`src/sv/pbhc_pkg.sv`:
```
package pbhc_pkg;

  localparam int ERROR_FRAC_BITS_DEF = 4;

  localparam int CUT_W  = 13;
  localparam int OFF_W  = 8;
  localparam int CODE_W = 12;
  localparam int PID_W  = 16;
  localparam int INT_W  = 32;

  localparam int GP_W = 16;
  localparam int GI_W = 16;
  localparam int GD_W = 20;
  localparam int SP_W = 13;
  localparam int DB_W = 8;

  localparam int CFG_IDX_W  = 3;
  localparam int CFG_DATA_W = 20;

  localparam logic [CFG_IDX_W-1:0] CFG_GAIN_P   = 3'd0;
  localparam logic [CFG_IDX_W-1:0] CFG_GAIN_I   = 3'd1;
  localparam logic [CFG_IDX_W-1:0] CFG_GAIN_D   = 3'd2;
  localparam logic [CFG_IDX_W-1:0] CFG_SETPOINT = 3'd3;
  localparam logic [CFG_IDX_W-1:0] CFG_DEADBAND = 3'd4;

  localparam logic [GP_W-1:0]        GAIN_P_RST   = 16'd2048;
  localparam logic [GI_W-1:0]        GAIN_I_RST   = 16'd51;
  localparam logic [GD_W-1:0]        GAIN_D_RST   = 20'd15872;
  localparam logic signed [SP_W-1:0] SETPOINT_RST = 13'sd336;
  localparam logic [DB_W-1:0]        DEADBAND_RST = 8'd5;

  // (whole + 150) * 4096 / 300 == ((whole + 150) * MAP_RECIP) >> MAP_SHIFT for 1..299
  localparam int                  MAP_N_W    = 9;
  localparam logic [PID_W-1:0]    MAP_OFFSET = 16'd150;
  localparam logic [GD_W-1:0]     MAP_RECIP  = 20'd894785;
  localparam int                  MAP_SHIFT  = 16;
  localparam logic [CODE_W-1:0]   CODE_MAX   = 12'd4095;
  localparam logic [CODE_W-1:0]   CODE_MIN   = 12'd0;

  typedef logic [1:0] mul_sel_t;

  localparam mul_sel_t SEL_P   = 2'd0;
  localparam mul_sel_t SEL_I   = 2'd1;
  localparam mul_sel_t SEL_D   = 2'd2;
  localparam mul_sel_t SEL_MAP = 2'd3;

  typedef struct packed {
    logic     capture;
    logic     diff_en;
    logic     last_en;
    logic     mul_en;
    mul_sel_t mul_sel;
    logic     acc_load;
    logic     int_upd;
    logic     acc_sum;
    logic     whole_en;
    logic     map_en;
    logic     out_load;
  } dp_cmd_t;

endpackage

```
`src/sv/pbhc_if.sv`:
```
interface pbhc_in_if;
  logic                              valid;
  logic                              ready;
  logic signed [pbhc_pkg::CUT_W-1:0] cut_delta;
  logic signed [pbhc_pkg::OFF_W-1:0] blade_offset;

  modport source (output valid, cut_delta, blade_offset, input ready);
  modport sink   (input valid, cut_delta, blade_offset, output ready);
endinterface

interface pbhc_out_if;
  logic                              valid;
  logic                              ready;
  logic [pbhc_pkg::CODE_W-1:0]       dac_code;
  logic                              dac_write;
  logic signed [pbhc_pkg::PID_W-1:0] pid_sum;

  modport source (output valid, dac_code, dac_write, pid_sum, input ready);
  modport sink   (input valid, dac_code, dac_write, pid_sum, output ready);
endinterface

```
`src/sv/pbhc_ctrl.sv`:
```
module pbhc_ctrl (
  input  logic              clk,
  input  logic              rst,
  input  logic              in_valid,
  output logic              in_ready,
  output logic              out_valid,
  input  logic              out_ready,
  output pbhc_pkg::dp_cmd_t cmd
);

  localparam logic [2:0] S_IDLE  = 3'd0;
  localparam logic [2:0] S_MUL_P = 3'd1;
  localparam logic [2:0] S_MUL_I = 3'd2;
  localparam logic [2:0] S_MUL_D = 3'd3;
  localparam logic [2:0] S_SUM   = 3'd4;
  localparam logic [2:0] S_WHOLE = 3'd5;
  localparam logic [2:0] S_MAP   = 3'd6;
  localparam logic [2:0] S_DONE  = 3'd7;

  logic [2:0] state;
  logic [2:0] state_next;
  logic       out_free;

  assign in_ready = (state == S_IDLE);
  assign out_free = !out_valid || out_ready;

  always_comb begin
    cmd        = '0;
    cmd.mul_sel = pbhc_pkg::SEL_P;
    state_next = state;
    unique case (state)
      S_IDLE: begin
        if (in_valid) begin
          cmd.capture = 1'b1;
          state_next  = S_MUL_P;
        end
      end
      S_MUL_P: begin
        cmd.mul_en  = 1'b1;
        cmd.mul_sel = pbhc_pkg::SEL_P;
        cmd.diff_en = 1'b1;
        state_next  = S_MUL_I;
      end
      S_MUL_I: begin
        cmd.mul_en   = 1'b1;
        cmd.mul_sel  = pbhc_pkg::SEL_I;
        cmd.acc_load = 1'b1;
        cmd.last_en  = 1'b1;
        state_next   = S_MUL_D;
      end
      S_MUL_D: begin
        cmd.mul_en  = 1'b1;
        cmd.mul_sel = pbhc_pkg::SEL_D;
        cmd.int_upd = 1'b1;
        state_next  = S_SUM;
      end
      S_SUM: begin
        cmd.acc_sum = 1'b1;
        state_next  = S_WHOLE;
      end
      S_WHOLE: begin
        cmd.whole_en = 1'b1;
        state_next   = S_MAP;
      end
      S_MAP: begin
        cmd.mul_en  = 1'b1;
        cmd.mul_sel = pbhc_pkg::SEL_MAP;
        cmd.map_en  = 1'b1;
        state_next  = S_DONE;
      end
      S_DONE: begin
        if (out_free) begin
          cmd.out_load = 1'b1;
          state_next   = S_IDLE;
        end
      end
    endcase
  end

  always_ff @(posedge clk) begin
    if (rst) begin
      state     <= S_IDLE;
      out_valid <= 1'b0;
    end else begin
      state <= state_next;
      if (cmd.out_load) begin
        out_valid <= 1'b1;
      end else if (out_ready) begin
        out_valid <= 1'b0;
      end
    end
  end

  a_accept_starts: assert property (@(posedge clk) disable iff (rst)
    in_valid && in_ready |=> state == S_MUL_P)
    else $error("accepted transfer did not start the product sequence");

  a_one_at_a_time: assert property (@(posedge clk) disable iff (rst)
    in_valid && in_ready |=> !in_ready)
    else $error("second transfer taken while a tick is in progress");

  a_no_overwrite: assert property (@(posedge clk) disable iff (rst)
    cmd.out_load |-> !out_valid || out_ready)
    else $error("pending result overwritten");

endmodule

```
`src/sv/pbhc_datapath.sv`:
```
module pbhc_datapath #(
  parameter int ERROR_FRAC_BITS = pbhc_pkg::ERROR_FRAC_BITS_DEF
) (
  input  logic                                  clk,
  input  logic                                  rst,
  input  pbhc_pkg::dp_cmd_t                     cmd,
  input  logic                                  cfg_we,
  input  logic [pbhc_pkg::CFG_IDX_W-1:0]        cfg_index,
  input  logic [pbhc_pkg::CFG_DATA_W-1:0]       cfg_data,
  input  logic signed [pbhc_pkg::CUT_W-1:0]     cut_delta,
  input  logic signed [pbhc_pkg::OFF_W-1:0]     blade_offset,
  output logic [pbhc_pkg::CODE_W-1:0]           dac_code,
  output logic                                  dac_write,
  output logic signed [pbhc_pkg::PID_W-1:0]     pid_sum
);

  localparam int F      = ERROR_FRAC_BITS;
  localparam int OFFS_W = pbhc_pkg::OFF_W + F;
  localparam int ERR_W  = ((OFFS_W > pbhc_pkg::CUT_W) ? OFFS_W : pbhc_pkg::CUT_W) + 2;
  localparam int A_W    = ERR_W + 1;
  localparam int B_W    = pbhc_pkg::GD_W;
  localparam int PROD_W = A_W + B_W + 1;
  localparam int ISUM_W = PROD_W + 1;
  localparam int ACC_W  = PROD_W + 2;
  localparam int S      = 8 + F;
  localparam int TH_W   = ((OFFS_W > pbhc_pkg::CUT_W) ? OFFS_W : pbhc_pkg::CUT_W) + 1;

  localparam logic signed [ERR_W-1:0]  WIN    = ERR_W'(3 << F);
  localparam logic signed [ISUM_W-1:0] I_MAX  = ISUM_W'(2147483647);
  localparam logic signed [ISUM_W-1:0] I_MIN  = -I_MAX - 1;
  localparam logic signed [ACC_W-1:0]  W_MAX  = ACC_W'(32767);
  localparam logic signed [ACC_W-1:0]  W_MIN  = -W_MAX - 1;
  localparam logic signed [ACC_W-1:0]  BIAS   = ACC_W'((1 << S) - 1);

  logic [pbhc_pkg::GP_W-1:0]        gain_p;
  logic [pbhc_pkg::GI_W-1:0]        gain_i;
  logic [pbhc_pkg::GD_W-1:0]        gain_d;
  logic signed [pbhc_pkg::SP_W-1:0] setpoint;
  logic [pbhc_pkg::DB_W-1:0]        deadband;

  logic signed [ERR_W-1:0]          last_error;
  logic signed [pbhc_pkg::INT_W-1:0] integ;

  logic signed [ERR_W-1:0]          err_r;
  logic signed [A_W-1:0]            diff_r;
  logic                             wr_r;
  logic signed [PROD_W-1:0]         prod;
  logic signed [ACC_W-1:0]          acc;
  logic signed [pbhc_pkg::PID_W-1:0] whole_r;
  logic                             map_lo_r;
  logic                             map_hi_r;

  logic signed [ERR_W-1:0]          err_c;
  logic [pbhc_pkg::CUT_W-1:0]       acut;
  logic                             wr_c;
  logic                             in_win;
  logic signed [A_W-1:0]            mul_a;
  logic [B_W-1:0]                   mul_b;
  logic signed [PROD_W-1:0]         prod_next;
  logic signed [ISUM_W-1:0]         isum;
  logic signed [pbhc_pkg::INT_W-1:0] integ_next;
  logic signed [ACC_W-1:0]          biased;
  logic signed [ACC_W-1:0]          shifted;
  logic signed [pbhc_pkg::PID_W-1:0] whole_next;
  logic signed [pbhc_pkg::PID_W:0]  map_n;
  logic [pbhc_pkg::CODE_W-1:0]      code_next;

  assign err_c = ERR_W'(setpoint) + (ERR_W'(blade_offset) <<< F) - ERR_W'(cut_delta);
  assign acut  = cut_delta[pbhc_pkg::CUT_W-1] ? pbhc_pkg::CUT_W'(-cut_delta)
                                               : pbhc_pkg::CUT_W'(cut_delta);
  assign wr_c  = TH_W'(acut) > (TH_W'(deadband) << F);

  assign in_win = (err_r > -WIN) && (err_r < WIN);

  assign map_n = (pbhc_pkg::PID_W + 1)'(whole_r)
               + (pbhc_pkg::PID_W + 1)'(pbhc_pkg::MAP_OFFSET);

  always_comb begin
    unique case (cmd.mul_sel)
      pbhc_pkg::SEL_P: begin
        mul_a = A_W'(err_r);
        mul_b = B_W'(gain_p);
      end
      pbhc_pkg::SEL_I: begin
        mul_a = A_W'(err_r);
        mul_b = B_W'(gain_i);
      end
      pbhc_pkg::SEL_D: begin
        mul_a = diff_r;
        mul_b = gain_d;
      end
      pbhc_pkg::SEL_MAP: begin
        mul_a = A_W'(map_n[pbhc_pkg::MAP_N_W-1:0]);
        mul_b = pbhc_pkg::MAP_RECIP;
      end
    endcase
  end

  assign prod_next = mul_a * signed'({1'b0, mul_b});

  assign isum = ISUM_W'(integ) + ISUM_W'(prod);

  always_comb begin
    if (!in_win) begin
      integ_next = '0;
    end else if (isum > I_MAX) begin
      integ_next = pbhc_pkg::INT_W'(I_MAX);
    end else if (isum < I_MIN) begin
      integ_next = pbhc_pkg::INT_W'(I_MIN);
    end else begin
      integ_next = pbhc_pkg::INT_W'(isum);
    end
  end

  // truncate toward zero
  assign biased  = acc + (acc[ACC_W-1] ? BIAS : '0);
  assign shifted = biased >>> S;

  always_comb begin
    if (shifted > W_MAX) begin
      whole_next = pbhc_pkg::PID_W'(W_MAX);
    end else if (shifted < W_MIN) begin
      whole_next = pbhc_pkg::PID_W'(W_MIN);
    end else begin
      whole_next = pbhc_pkg::PID_W'(shifted);
    end
  end

  always_comb begin
    if (map_hi_r) begin
      code_next = pbhc_pkg::CODE_MAX;
    end else if (map_lo_r) begin
      code_next = pbhc_pkg::CODE_MIN;
    end else begin
      code_next = prod[pbhc_pkg::MAP_SHIFT +: pbhc_pkg::CODE_W];
    end
  end

  always_ff @(posedge clk) begin
    if (rst) begin
      gain_p     <= pbhc_pkg::GAIN_P_RST;
      gain_i     <= pbhc_pkg::GAIN_I_RST;
      gain_d     <= pbhc_pkg::GAIN_D_RST;
      setpoint   <= pbhc_pkg::SETPOINT_RST;
      deadband   <= pbhc_pkg::DEADBAND_RST;
      last_error <= '0;
      integ      <= '0;
    end else begin
      if (cfg_we) begin
        unique case (cfg_index)
          pbhc_pkg::CFG_GAIN_P:   gain_p   <= cfg_data[pbhc_pkg::GP_W-1:0];
          pbhc_pkg::CFG_GAIN_I:   gain_i   <= cfg_data[pbhc_pkg::GI_W-1:0];
          pbhc_pkg::CFG_GAIN_D:   gain_d   <= cfg_data[pbhc_pkg::GD_W-1:0];
          pbhc_pkg::CFG_SETPOINT: setpoint <= cfg_data[pbhc_pkg::SP_W-1:0];
          pbhc_pkg::CFG_DEADBAND: deadband <= cfg_data[pbhc_pkg::DB_W-1:0];
          default: ;
        endcase
      end
      if (cmd.last_en) begin
        last_error <= err_r;
      end
      if (cmd.int_upd) begin
        integ <= integ_next;
      end
    end
  end

  always_ff @(posedge clk) begin
    if (cmd.capture) begin
      err_r <= err_c;
      wr_r  <= wr_c;
    end
    if (cmd.diff_en) begin
      diff_r <= A_W'(err_r) - A_W'(last_error);
    end
    if (cmd.mul_en) begin
      prod <= prod_next;
    end
    if (cmd.acc_load) begin
      acc <= ACC_W'(prod);
    end else if (cmd.acc_sum) begin
      acc <= acc + ACC_W'(prod) + ACC_W'(integ);
    end
    if (cmd.whole_en) begin
      whole_r <= whole_next;
    end
    if (cmd.map_en) begin
      map_lo_r <= map_n[pbhc_pkg::PID_W] || (map_n == '0);
      map_hi_r <= whole_r >= signed'(pbhc_pkg::MAP_OFFSET);
    end
    if (cmd.out_load) begin
      dac_code  <= code_next;
      dac_write <= wr_r;
      pid_sum   <= whole_r;
    end
  end

  a_integ_cleared: assert property (@(posedge clk) disable iff (rst)
    cmd.int_upd && !in_win |=> integ == '0)
    else $error("integral not cleared outside the error window");

endmodule

```
`src/sv/pid_blade_height_controller_core.sv`:
```
// Blade height PID controller. Each transfer on in_ch is one control tick: the
// error is formed from the setpoint, blade offset and cut delta, then one shared
// multiplier forms the proportional, integral and derivative products and the
// reciprocal product of the 0..4095 drive mapping in turn. A tick runs from
// acceptance to the result being loaded into the output register: the error is
// formed on acceptance, then seven steps of the controller pass through the
// shared multiplier, the accumulator and the truncate/saturate stage. The
// result sits in the output register until taken; the next tick is accepted as
// soon as the result is loaded, so a stalled output holds only the following
// tick in its last step. Gains, setpoint and deadband are written on the cfg port
// (index 0..4); writes to other indices are ignored.
module pid_blade_height_controller_core #(
  parameter int ERROR_FRAC_BITS = pbhc_pkg::ERROR_FRAC_BITS_DEF
) (
  input  logic                            clk,
  input  logic                            rst,
  pbhc_in_if.sink                         in_ch,
  pbhc_out_if.source                      out_ch,
  input  logic                            cfg_we,
  input  logic [pbhc_pkg::CFG_IDX_W-1:0]  cfg_index,
  input  logic [pbhc_pkg::CFG_DATA_W-1:0] cfg_data
);

  pbhc_pkg::dp_cmd_t cmd;

  pbhc_ctrl u_ctrl (
    .clk       (clk),
    .rst       (rst),
    .in_valid  (in_ch.valid),
    .in_ready  (in_ch.ready),
    .out_valid (out_ch.valid),
    .out_ready (out_ch.ready),
    .cmd       (cmd)
  );

  pbhc_datapath #(
    .ERROR_FRAC_BITS (ERROR_FRAC_BITS)
  ) u_datapath (
    .clk          (clk),
    .rst          (rst),
    .cmd          (cmd),
    .cfg_we       (cfg_we),
    .cfg_index    (cfg_index),
    .cfg_data     (cfg_data),
    .cut_delta    (in_ch.cut_delta),
    .blade_offset (in_ch.blade_offset),
    .dac_code     (out_ch.dac_code),
    .dac_write    (out_ch.dac_write),
    .pid_sum      (out_ch.pid_sum)
  );

endmodule
```
`src/flat_wrapper.sv`:
```
// flat-port wrapper written by rule: the top's interface ports become plain ports
module pid_blade_height_controller_core_flat 
#(
  parameter int ERROR_FRAC_BITS = pbhc_pkg::ERROR_FRAC_BITS_DEF
)
  (clk, rst, cfg_we, cfg_index, cfg_data, in_ch_valid, in_ch_cut_delta, in_ch_blade_offset, in_ch_ready, out_ch_valid, out_ch_dac_code, out_ch_dac_write, out_ch_pid_sum, out_ch_ready);
  pbhc_in_if in_ch_i ();
  pbhc_out_if out_ch_i ();
  input  logic clk;
  input  logic rst;
  input  logic cfg_we;
  input  logic [pbhc_pkg::CFG_IDX_W-1:0] cfg_index;
  input  logic [pbhc_pkg::CFG_DATA_W-1:0] cfg_data;
  input wire logic [$bits(in_ch_i.valid)-1:0] in_ch_valid;
  input wire logic [$bits(in_ch_i.cut_delta)-1:0] in_ch_cut_delta;
  input wire logic [$bits(in_ch_i.blade_offset)-1:0] in_ch_blade_offset;
  output wire logic [$bits(in_ch_i.ready)-1:0] in_ch_ready;
  output wire logic [$bits(out_ch_i.valid)-1:0] out_ch_valid;
  output wire logic [$bits(out_ch_i.dac_code)-1:0] out_ch_dac_code;
  output wire logic [$bits(out_ch_i.dac_write)-1:0] out_ch_dac_write;
  output wire logic [$bits(out_ch_i.pid_sum)-1:0] out_ch_pid_sum;
  input wire logic [$bits(out_ch_i.ready)-1:0] out_ch_ready;
  assign in_ch_i.valid = in_ch_valid;
  assign in_ch_i.cut_delta = in_ch_cut_delta;
  assign in_ch_i.blade_offset = in_ch_blade_offset;
  assign in_ch_ready = in_ch_i.ready;
  assign out_ch_valid = out_ch_i.valid;
  assign out_ch_dac_code = out_ch_i.dac_code;
  assign out_ch_dac_write = out_ch_i.dac_write;
  assign out_ch_pid_sum = out_ch_i.pid_sum;
  assign out_ch_i.ready = out_ch_ready;
  pid_blade_height_controller_core #(.ERROR_FRAC_BITS(ERROR_FRAC_BITS)) u_core (.clk(clk), .rst(rst), .in_ch(in_ch_i), .out_ch(out_ch_i), .cfg_we(cfg_we), .cfg_index(cfg_index), .cfg_data(cfg_data));
endmodule
```
`config.mk`:
```
export PLATFORM = sky130hd
export DESIGN_NAME = pid_blade_height_controller_core_flat
export DESIGN_NICKNAME = d
export VERILOG_FILES = /design/src/sv/pbhc_pkg.sv /design/src/sv/pbhc_if.sv /design/src/sv/pbhc_ctrl.sv /design/src/sv/pbhc_datapath.sv /design/src/sv/pid_blade_height_controller_core.sv /design/src/flat_wrapper.sv
export SDC_FILE = /design/constraint.sdc
export NUM_CORES = 2
export LEC_CHECK = 0
export BUFFER_PORTS_ARGS = -buffer_cell sky130_fd_sc_hd__buf_2
export CAP_MARGIN = 10
export CORE_UTILIZATION = 59
export DETAILED_ROUTE_END_ITERATION = 10
export MAX_ROUTING_LAYER = met4
export PLACE_DENSITY = 0.79
export RECOVER_POWER = 100
export SETUP_SLACK_MARGIN = 0.05
export SLEW_MARGIN = 15
export SYNTH_ARGS = -nofsm -noshare
export SYNTH_HDL_FRONTEND = slang
export SYNTH_HIERARCHICAL = 1
export SYNTH_SLANG_ARGS = --single-unit
```
`constraint.sdc`:
```
create_clock -name clk -period 8.1 [get_ports clk]
set_input_delay 1.215 -clock clk [delete_from_list [all_inputs] [get_ports clk]]
set_output_delay 1.215 -clock clk [all_outputs]
set_load 0.01 [all_outputs]
```
After elaboration in Yosys (flattened, before gate mapping):

Index checks and enable logic that the tools add are counted.

* output and inout port bits: 31
* word-level logic and storage cells: 98
* input port bits: 49
* register bits after elaboration: 279

* mux-type cells: 27
* add/sub/neg operators: 9
* reduce and logical (&&, ||, !) cells: 17
* $lt $le $gt $ge: 8
* $mul: 1
* equality and inequality tests: 16

Operators by type and width (number)
* 2-to-1 mux 32 bit: 3
* case mux 20 bit (4 select lines): 1
* 2-to-1 mux 39 bit: 2
* case mux 16 bit (3 select lines): 1
* adder 39 x 12 -> 39 bit: 1
* adder 39 x 32 -> 39 bit: 1
* adder 39 x 37 -> 39 bit: 1
* adder 32 x 37 -> 38 bit: 1
* greater-than comparator 38 x 32 -> 1 bit (second input constant): 1
* less-than comparator 38 x 32 -> 1 bit (second input constant): 1
* multiplier 16 x 21 -> 37 bit: 1
* greater-than comparator 27 x 16 -> 1 bit (second input constant): 1
* less-than comparator 27 x 16 -> 1 bit (second input constant): 1
* 2-to-1 mux 12 bit: 2
* case mux 3 bit (8 select lines): 1
* adder 16 x 9 -> 17 bit (second input constant): 1
* logical NOT 17 bit: 1
* greater-or-equal comparator 16 x 9 -> 1 bit (second input constant): 1
* 2-to-1 mux 16 bit: 1
* subtractor 15 x 15 -> 16 bit: 1
* equality test 3 bit (second input constant): 5
* greater-than comparator 15 x 7 -> 1 bit (second input constant): 1
* less-than comparator 15 x 7 -> 1 bit (second input constant): 1
* subtractor 14 x 13 -> 15 bit: 1
* other kinds (20): 46

Depth between registers and ports, before layout:

* word-level depth: 6
* depth in mapped cells: 34
* mapped depth without buffers: 32

By module:

Netlist, hierarchy kept.

By module, submodules not included
* pbhc_datapath: cells an instance 3152, area each 28204.6 µm², instances 1
* pbhc_ctrl: cells an instance 37, area each 300.3 µm², instances 1

Worst setup path before layout:

No wires, ideal clock.

* path kind: register to register
* start: register u_core.u_ctrl.state[2]
* end: register u_core.u_datapath.prod[30] (data pin)
* period minus slack after synthesis: 7.793 ns
* path slack: 0.307 ns
* cell stages (with the launch flop): 32
* required time: 7.837 ns
* setup time: 0.263 ns
* buffers on the path: 3
* arrival: 7.530 ns
* cell sequence: dfxtp_1 -> buf_6 -> or2b_1 -> a21boi_1 -> clkbuf_1 -> inv_1 -> nor2_1 -> clkbuf_1 -> nand2_1 -> o21ai_1 -> nand2_1 -> fa_1 -> inv_1 -> fa_1 -> inv_1 -> fa_1 -> inv_1 -> fa_1 -> fa_1 -> inv_1 -> fa_1 -> inv_1 -> ha_1 -> and3_1 -> and3_1 -> nand3_1 -> a311oi_1 -> nor2_1 -> o311ai_0 -> a21o_1 -> a21oi_1 -> xnor2_1

RTL lines
* start, declared: line pbhc_ctrl.sv:20 `logic [2:0] state;`
* start signal, assigned: line pbhc_ctrl.sv:85 `state <= state_next;`
* end signal, assigned: line pbhc_datapath.sv:177 `prod <= prod_next;`
* end, declared: line pbhc_datapath.sv:47 `logic signed [PROD_W-1:0] prod;`

Final worst setup path:

* start: register u_core/u_datapath/whole_r[1] (netlist bit)
* end: register u_core.u_datapath.prod[35] (data pin)

* cells in the longest elaborated chain, start to end: 3

Ends and longest elaborated chain
* start, declared: line pbhc_datapath.sv:49 `logic signed [pbhc_pkg::PID_W-1:0] whole_r;`
* start signal, assigned: line pbhc_datapath.sv:185 `whole_r <= whole_next;`
* adder 16 x 9 -> 17 bit: line pbhc_datapath.sv:76 `+ (pbhc_pkg::PID_W + 1)'(pbhc_pkg::MAP_OFFSET);`
* case mux 16 bit (3 select lines): line pbhc_datapath.sv:79 `unique case (cmd.mul_sel)`
* multiplier 16 x 21 -> 37 bit: line pbhc_datapath.sv:99 `assign prod_next = mul_a * signed'({1'b0, mul_b});`
* net u_core.u_datapath.prod_next[35]: line pbhc_datapath.sv:59 `logic signed [PROD_W-1:0] prod_next;`

The timed path passes the listed nets, and every way through them passes these cells.
A chain may end at the register's enable or synchronous reset.

==> results.tsv <==
stage	metric	value	unit
sta	final critical-path share of the clock period	0.949	
route	residual antenna-violating net count after detailed routing	0	
finish	number of nets in the layout	3892	
clock_network	cell at the root of the clock tree	sky130_fd_sc_hd__clkbuf_16	
synth	library cells used by synthesis	83	
synth	flip-flop and latch count after synthesis	279	
worst_setup_path	kind of end point of the critical path	flip-flop	
die	number of I/O pins	80	
worst_hold_path	hold path startpoint	u_core/u_datapath/gain_i[2]$_SDFFE_PP0P_	
sta	normalized max-slew margin	-1.46	
die	die boundary height	222	microns
synth	part of the Yosys area used for sequential elements	0.250	
place	instance count after placement with tap cells included	3864	
route	number of detailed-routing iterations run before antenna repair	6	
route	met1 wire length	30.9	mm
place	count of port buffers added during placement	79	
sta	worst clock skew	24.8	ps
finish	non-filler cells in the finished layout	3926	
worst_setup_path	Crit Reg-Reg Startpoint	u_core/u_datapath/whole_r[1]$_SDFFCE_PN1P_	
route	detailed-route vias per instance	5.94	
route	highest routed layer	met4	
worst_setup_path	endpoint of the most critical register-to-register path	u_core/u_datapath/prod[35]$_DFFE_PP_	
die	Die Footprint	49200	sq um
worst_setup_path	count of cells along the worst register-to-register path	31	
place	routability-driven placement congestion ratio	1.02	
die	starting utilization of the core area	0.597	
finish	final antenna diode count	0	
route	number of vias after detailed routing	23300	
worst_setup_path	Req. time, crit path	8410	ps
finish	area taken by flip-flops and latches	7140	sq um
synth	Yosys Warn Count	6	
sta	Setup-failing EPs final	0	
grt	global-route usage over all layers	0.326	
clock_network	clock edge transition at the registers on the reported setup and hold paths	60	ps
clock_network	number of buffers between clock root and the deepest sink	3	
synth	number of synthesized flops with an enable pin	155	
worst_setup_path	count of buffering cells on the critical path with inverters included	5	
worst_setup_path	dominant delay contributor by cell family on the critical path	adder cells	
worst_setup_path	slowest cell delay on critical path	560	ps
synth	Cells after Synth	3189	
sta	max frequency	130	MHz
route	count of unresolved DRC violations after routing	0	
route	met3 layer wire length in the routed design	5.58	mm
worst_setup_path	startpoint types	flip-flop	
grt	sum of overflow across all layers after global routing	0	
route	routed length per placed instance	19.6	microns
synth	combined area of all synthesized cells	28500	sq um
route	number of DRC markers in iteration 0	1926	
clock_network	total CTS buffers	34	
pwr	power per cell area	282	nW/um^2
worst_setup_path	critical setup path kind	flip-flop to flip-flop	
route	DRT Wirelength	77.1	mm
die	core area	47700	sq um
worst_setup_path	largest driver fanout on the critical path	4	
sta	worst hold-check slack	453	ps
worst_hold_path	Cells on Worst Hold Path	2	
sta	post-route setup TNS	0	ps
finish	synth-to-layout area growth	9.29	%
grt	initial antenna violation count	0	
synth	share of synthesized registers carrying an async set or reset	0	
grt	global-route wire length before repair	123	mm
place	half-perimeter wire length after placement	61.9	mm
outcome	violations in the final reports	capacitance limit, slew limit	
worst_setup_path	arrival time reported for the critical path endpoint	8000	ps
finish	post-layout util	0.652	
pwr	static power due to leakage	14.1	nW
synth	top cell type by total area after synthesis	sky130_fd_sc_hd__fa_1	
route	met2 WL post-DR	36.9	mm
finish	fraction of final layout cells sized beyond drive strength 1	0.0725	
grt	number of global-route vias before repair	23700	
synth	ys flop type	sky130_fd_sc_hd__edfxtp_1	
synth	post-synthesis area per instance	8.94	sq um
flow_run	# Max-Cap Violations	7	
outcome	outcome	finished, violations left	
clock_network	H-tree depth reported by CTS	2	
finish	combined area of the multi-input logic cells	19300	sq um
sta	Hold Vio Cnt, Final	0	
worst_setup_path	internal reg-to-reg setup slack	410	ps
worst_setup_path	slowest stage cell on the critical path	sky130_fd_sc_hd__fa_1	
sta	setup repair after global routing missed its margin	false	
sta	Worst-Margin Slew	3690	ps
sta	pins over their slew limit	296	
synth	Post-Syn Nets	3795	
finish	# fillers	3909	
pwr	total chip power	8.80	mW
synth	largest cells by area after synthesis	sky130_fd_sc_hd__fa_1 (21%), sky130_fd_sc_hd__edfxtp_1 (16%), sky130_fd_sc_hd__ha_1 (11%)	
grt	maximum number of pins on one net before global-route repair	90	
sta	post-layout min period	7690	ps
clock_network	clock network latency to the later pin of the worst-skew pair	560	ps
die	Die X	222	microns
clock_network	CTS tree	yes	
synth	area share of the largest cell type after synthesis	0.211	
worst_setup_path	most frequent CP cell	sky130_fd_sc_hd__fa_1	
worst_hold_path	worst-case hold path end point	u_core/u_datapath/gain_i[2]$_SDFFE_PP0P_	
worst_hold_path	min-delay worst type	flip-flop to flip-flop	
pwr	VDD IR-drop max	0.225	mV
die	FP Rows	80	
clock_network	number of clock sinks seen by CTS	279	
## how the worst max path moves through the flow
stage                                                     startpoint                                   end  slack, ps  depth (start not counted)
after detailed placement  u_core/u_datapath/whole_r[1]$_SDFFCE_PN1P_  u_core/u_datapath/prod[35]$_DFFE_PP_        -20                         30
after global placement    u_core/u_datapath/whole_r[1]$_SDFFCE_PN1P_  u_core/u_datapath/prod[35]$_DFFE_PP_        180                         30
after floorplan                  u_core/u_ctrl/state[2]$_SDFFE_PP0P_  u_core/u_datapath/prod[30]$_DFFE_PP_        310                         31
final                     u_core/u_datapath/whole_r[1]$_SDFFCE_PN1P_  u_core/u_datapath/prod[35]$_DFFE_PP_        410                         31
after global routing      u_core/u_datapath/whole_r[1]$_SDFFCE_PN1P_  u_core/u_datapath/prod[30]$_DFFE_PP_         40                         31
after CTS                 u_core/u_datapath/whole_r[1]$_SDFFCE_PN1P_  u_core/u_datapath/prod[35]$_DFFE_PP_         80                         29
## metal layers
metal	up-vias	track usage
met1	11400	0.398
met3	203	0.0466
met2	959	0.541
li1	10800	-
met4	0	0.139
met5	-	-
## through the flow
step	area (sq um)	setup WS, ps
4_1_cts	31200	76.2
6_report	31200	414
2_1_floorplan	28500	307
3_3_place_gp	30000	177
5_1_grt	31200	40.4
3_5_place_dp	30000	-23.2
## synthesized netlist by cell type, drive strengths merged (4+ instances only)
cell type	n
nor4	9
xnor2	83
o211ai	12
o21ai	162
edfxtp	155
and3	33
fa	301
and4	6
nor3	27
buf	17
nand2b	26
a31oi	19
dfxtp	124
nand3b	22
mux2	9
o21bai	23
nor3b	6
or2	13
o21a	31
a21oi	202
o41ai	4
a211o	7
ha	256
o22ai	13
o22a	6
a21boi	7
nor2	288
nand2	419
o31ai	10
and2	18
o2111ai	5
or3	8
clkbuf	88
mux2i	32
a211oi	20
a21o	70
nand4	17
xor2	56
nand4b	4
a2111oi	4
nand3	47
inv	456
nor2b	25
## timing repair
action                                  CTS  global route
endpoints found under the setup margin    3            10
setup buffers                             0             1
hold buffers                              0             0
resized for setup                         2            24
pin swaps                                 0             5
## cell families (layout without fill, tap and decap cells)
family	Yosys count	after routing	synth area share
and+or+nand+nor	980	980	0.153
AOI/OAI and AO/OA	631	631	0.139
buffers and inverters	562	684	0.0758
adders and majority gates	557	557	0.324
DFF	279	279	0.250
xor gates and xnor gates	139	139	0.0427
muxes	41	41	0.0148
## cells in the final DEF (no fill, tap or decap), drive strengths merged, types with 12 or more instances in the layout
master and count:
nor2b 25, or2 13, a31oi 19, o21a 31
nor3 27, and2 18, o21ai 162, inv 458
mux2i 32, xor2 56, a21o 70, buf 118
nand2b 26, nand4 17, xnor2 83, edfxtp 155
a21oi 202, fa 301, nand2 419, nand3b 22
ha 256, dfxtp 124, nand3 47, o21bai 23
clkbuf 92, a211oi 20, o211ai 12, and3 33
o22ai 13, nor2 288
## worst min-delay path: cells and delay by family (launching register included)
family | cells | cell delay [ps]
compound gates | 1 | 50
flops | 1 | 300
simple gates | 1 | 50
## flip-flops by register name, indices dropped and copies added, names as in the netlist, 3 cells and up
register,flops
u_core/u_ctrl/state,3
u_core/u_datapath/acc,39
u_core/u_datapath/dac_code,12
u_core/u_datapath/deadband,8
u_core/u_datapath/diff_r,16
u_core/u_datapath/err_r,15
u_core/u_datapath/gain_d,20
u_core/u_datapath/gain_i,16
u_core/u_datapath/gain_p,16
u_core/u_datapath/integ,32
u_core/u_datapath/last_error,15
u_core/u_datapath/pid_sum,16
u_core/u_datapath/prod,37
u_core/u_datapath/setpoint,13
u_core/u_datapath/whole_r,16
## cell type report
cell class | instances | area share
Clock buffer | 44 | 0.0312
Clock inverter | 17 | 0.00791
Sequential cell | 279 | 0.229
Tap cell | 615 | 0.0247
Timing Repair Buffer | 166 | 0.0333
Multi-Input combinational cell | 2348 | 0.619
Inverter | 457 | 0.0551
## where the power goes
group / switching, mW / internal [mW]
registers: 0.270 / 1.90
logic: 2.92 / 2.05
clock network: 0.620 / 1.04
Power figures use the tool's default switching activity.
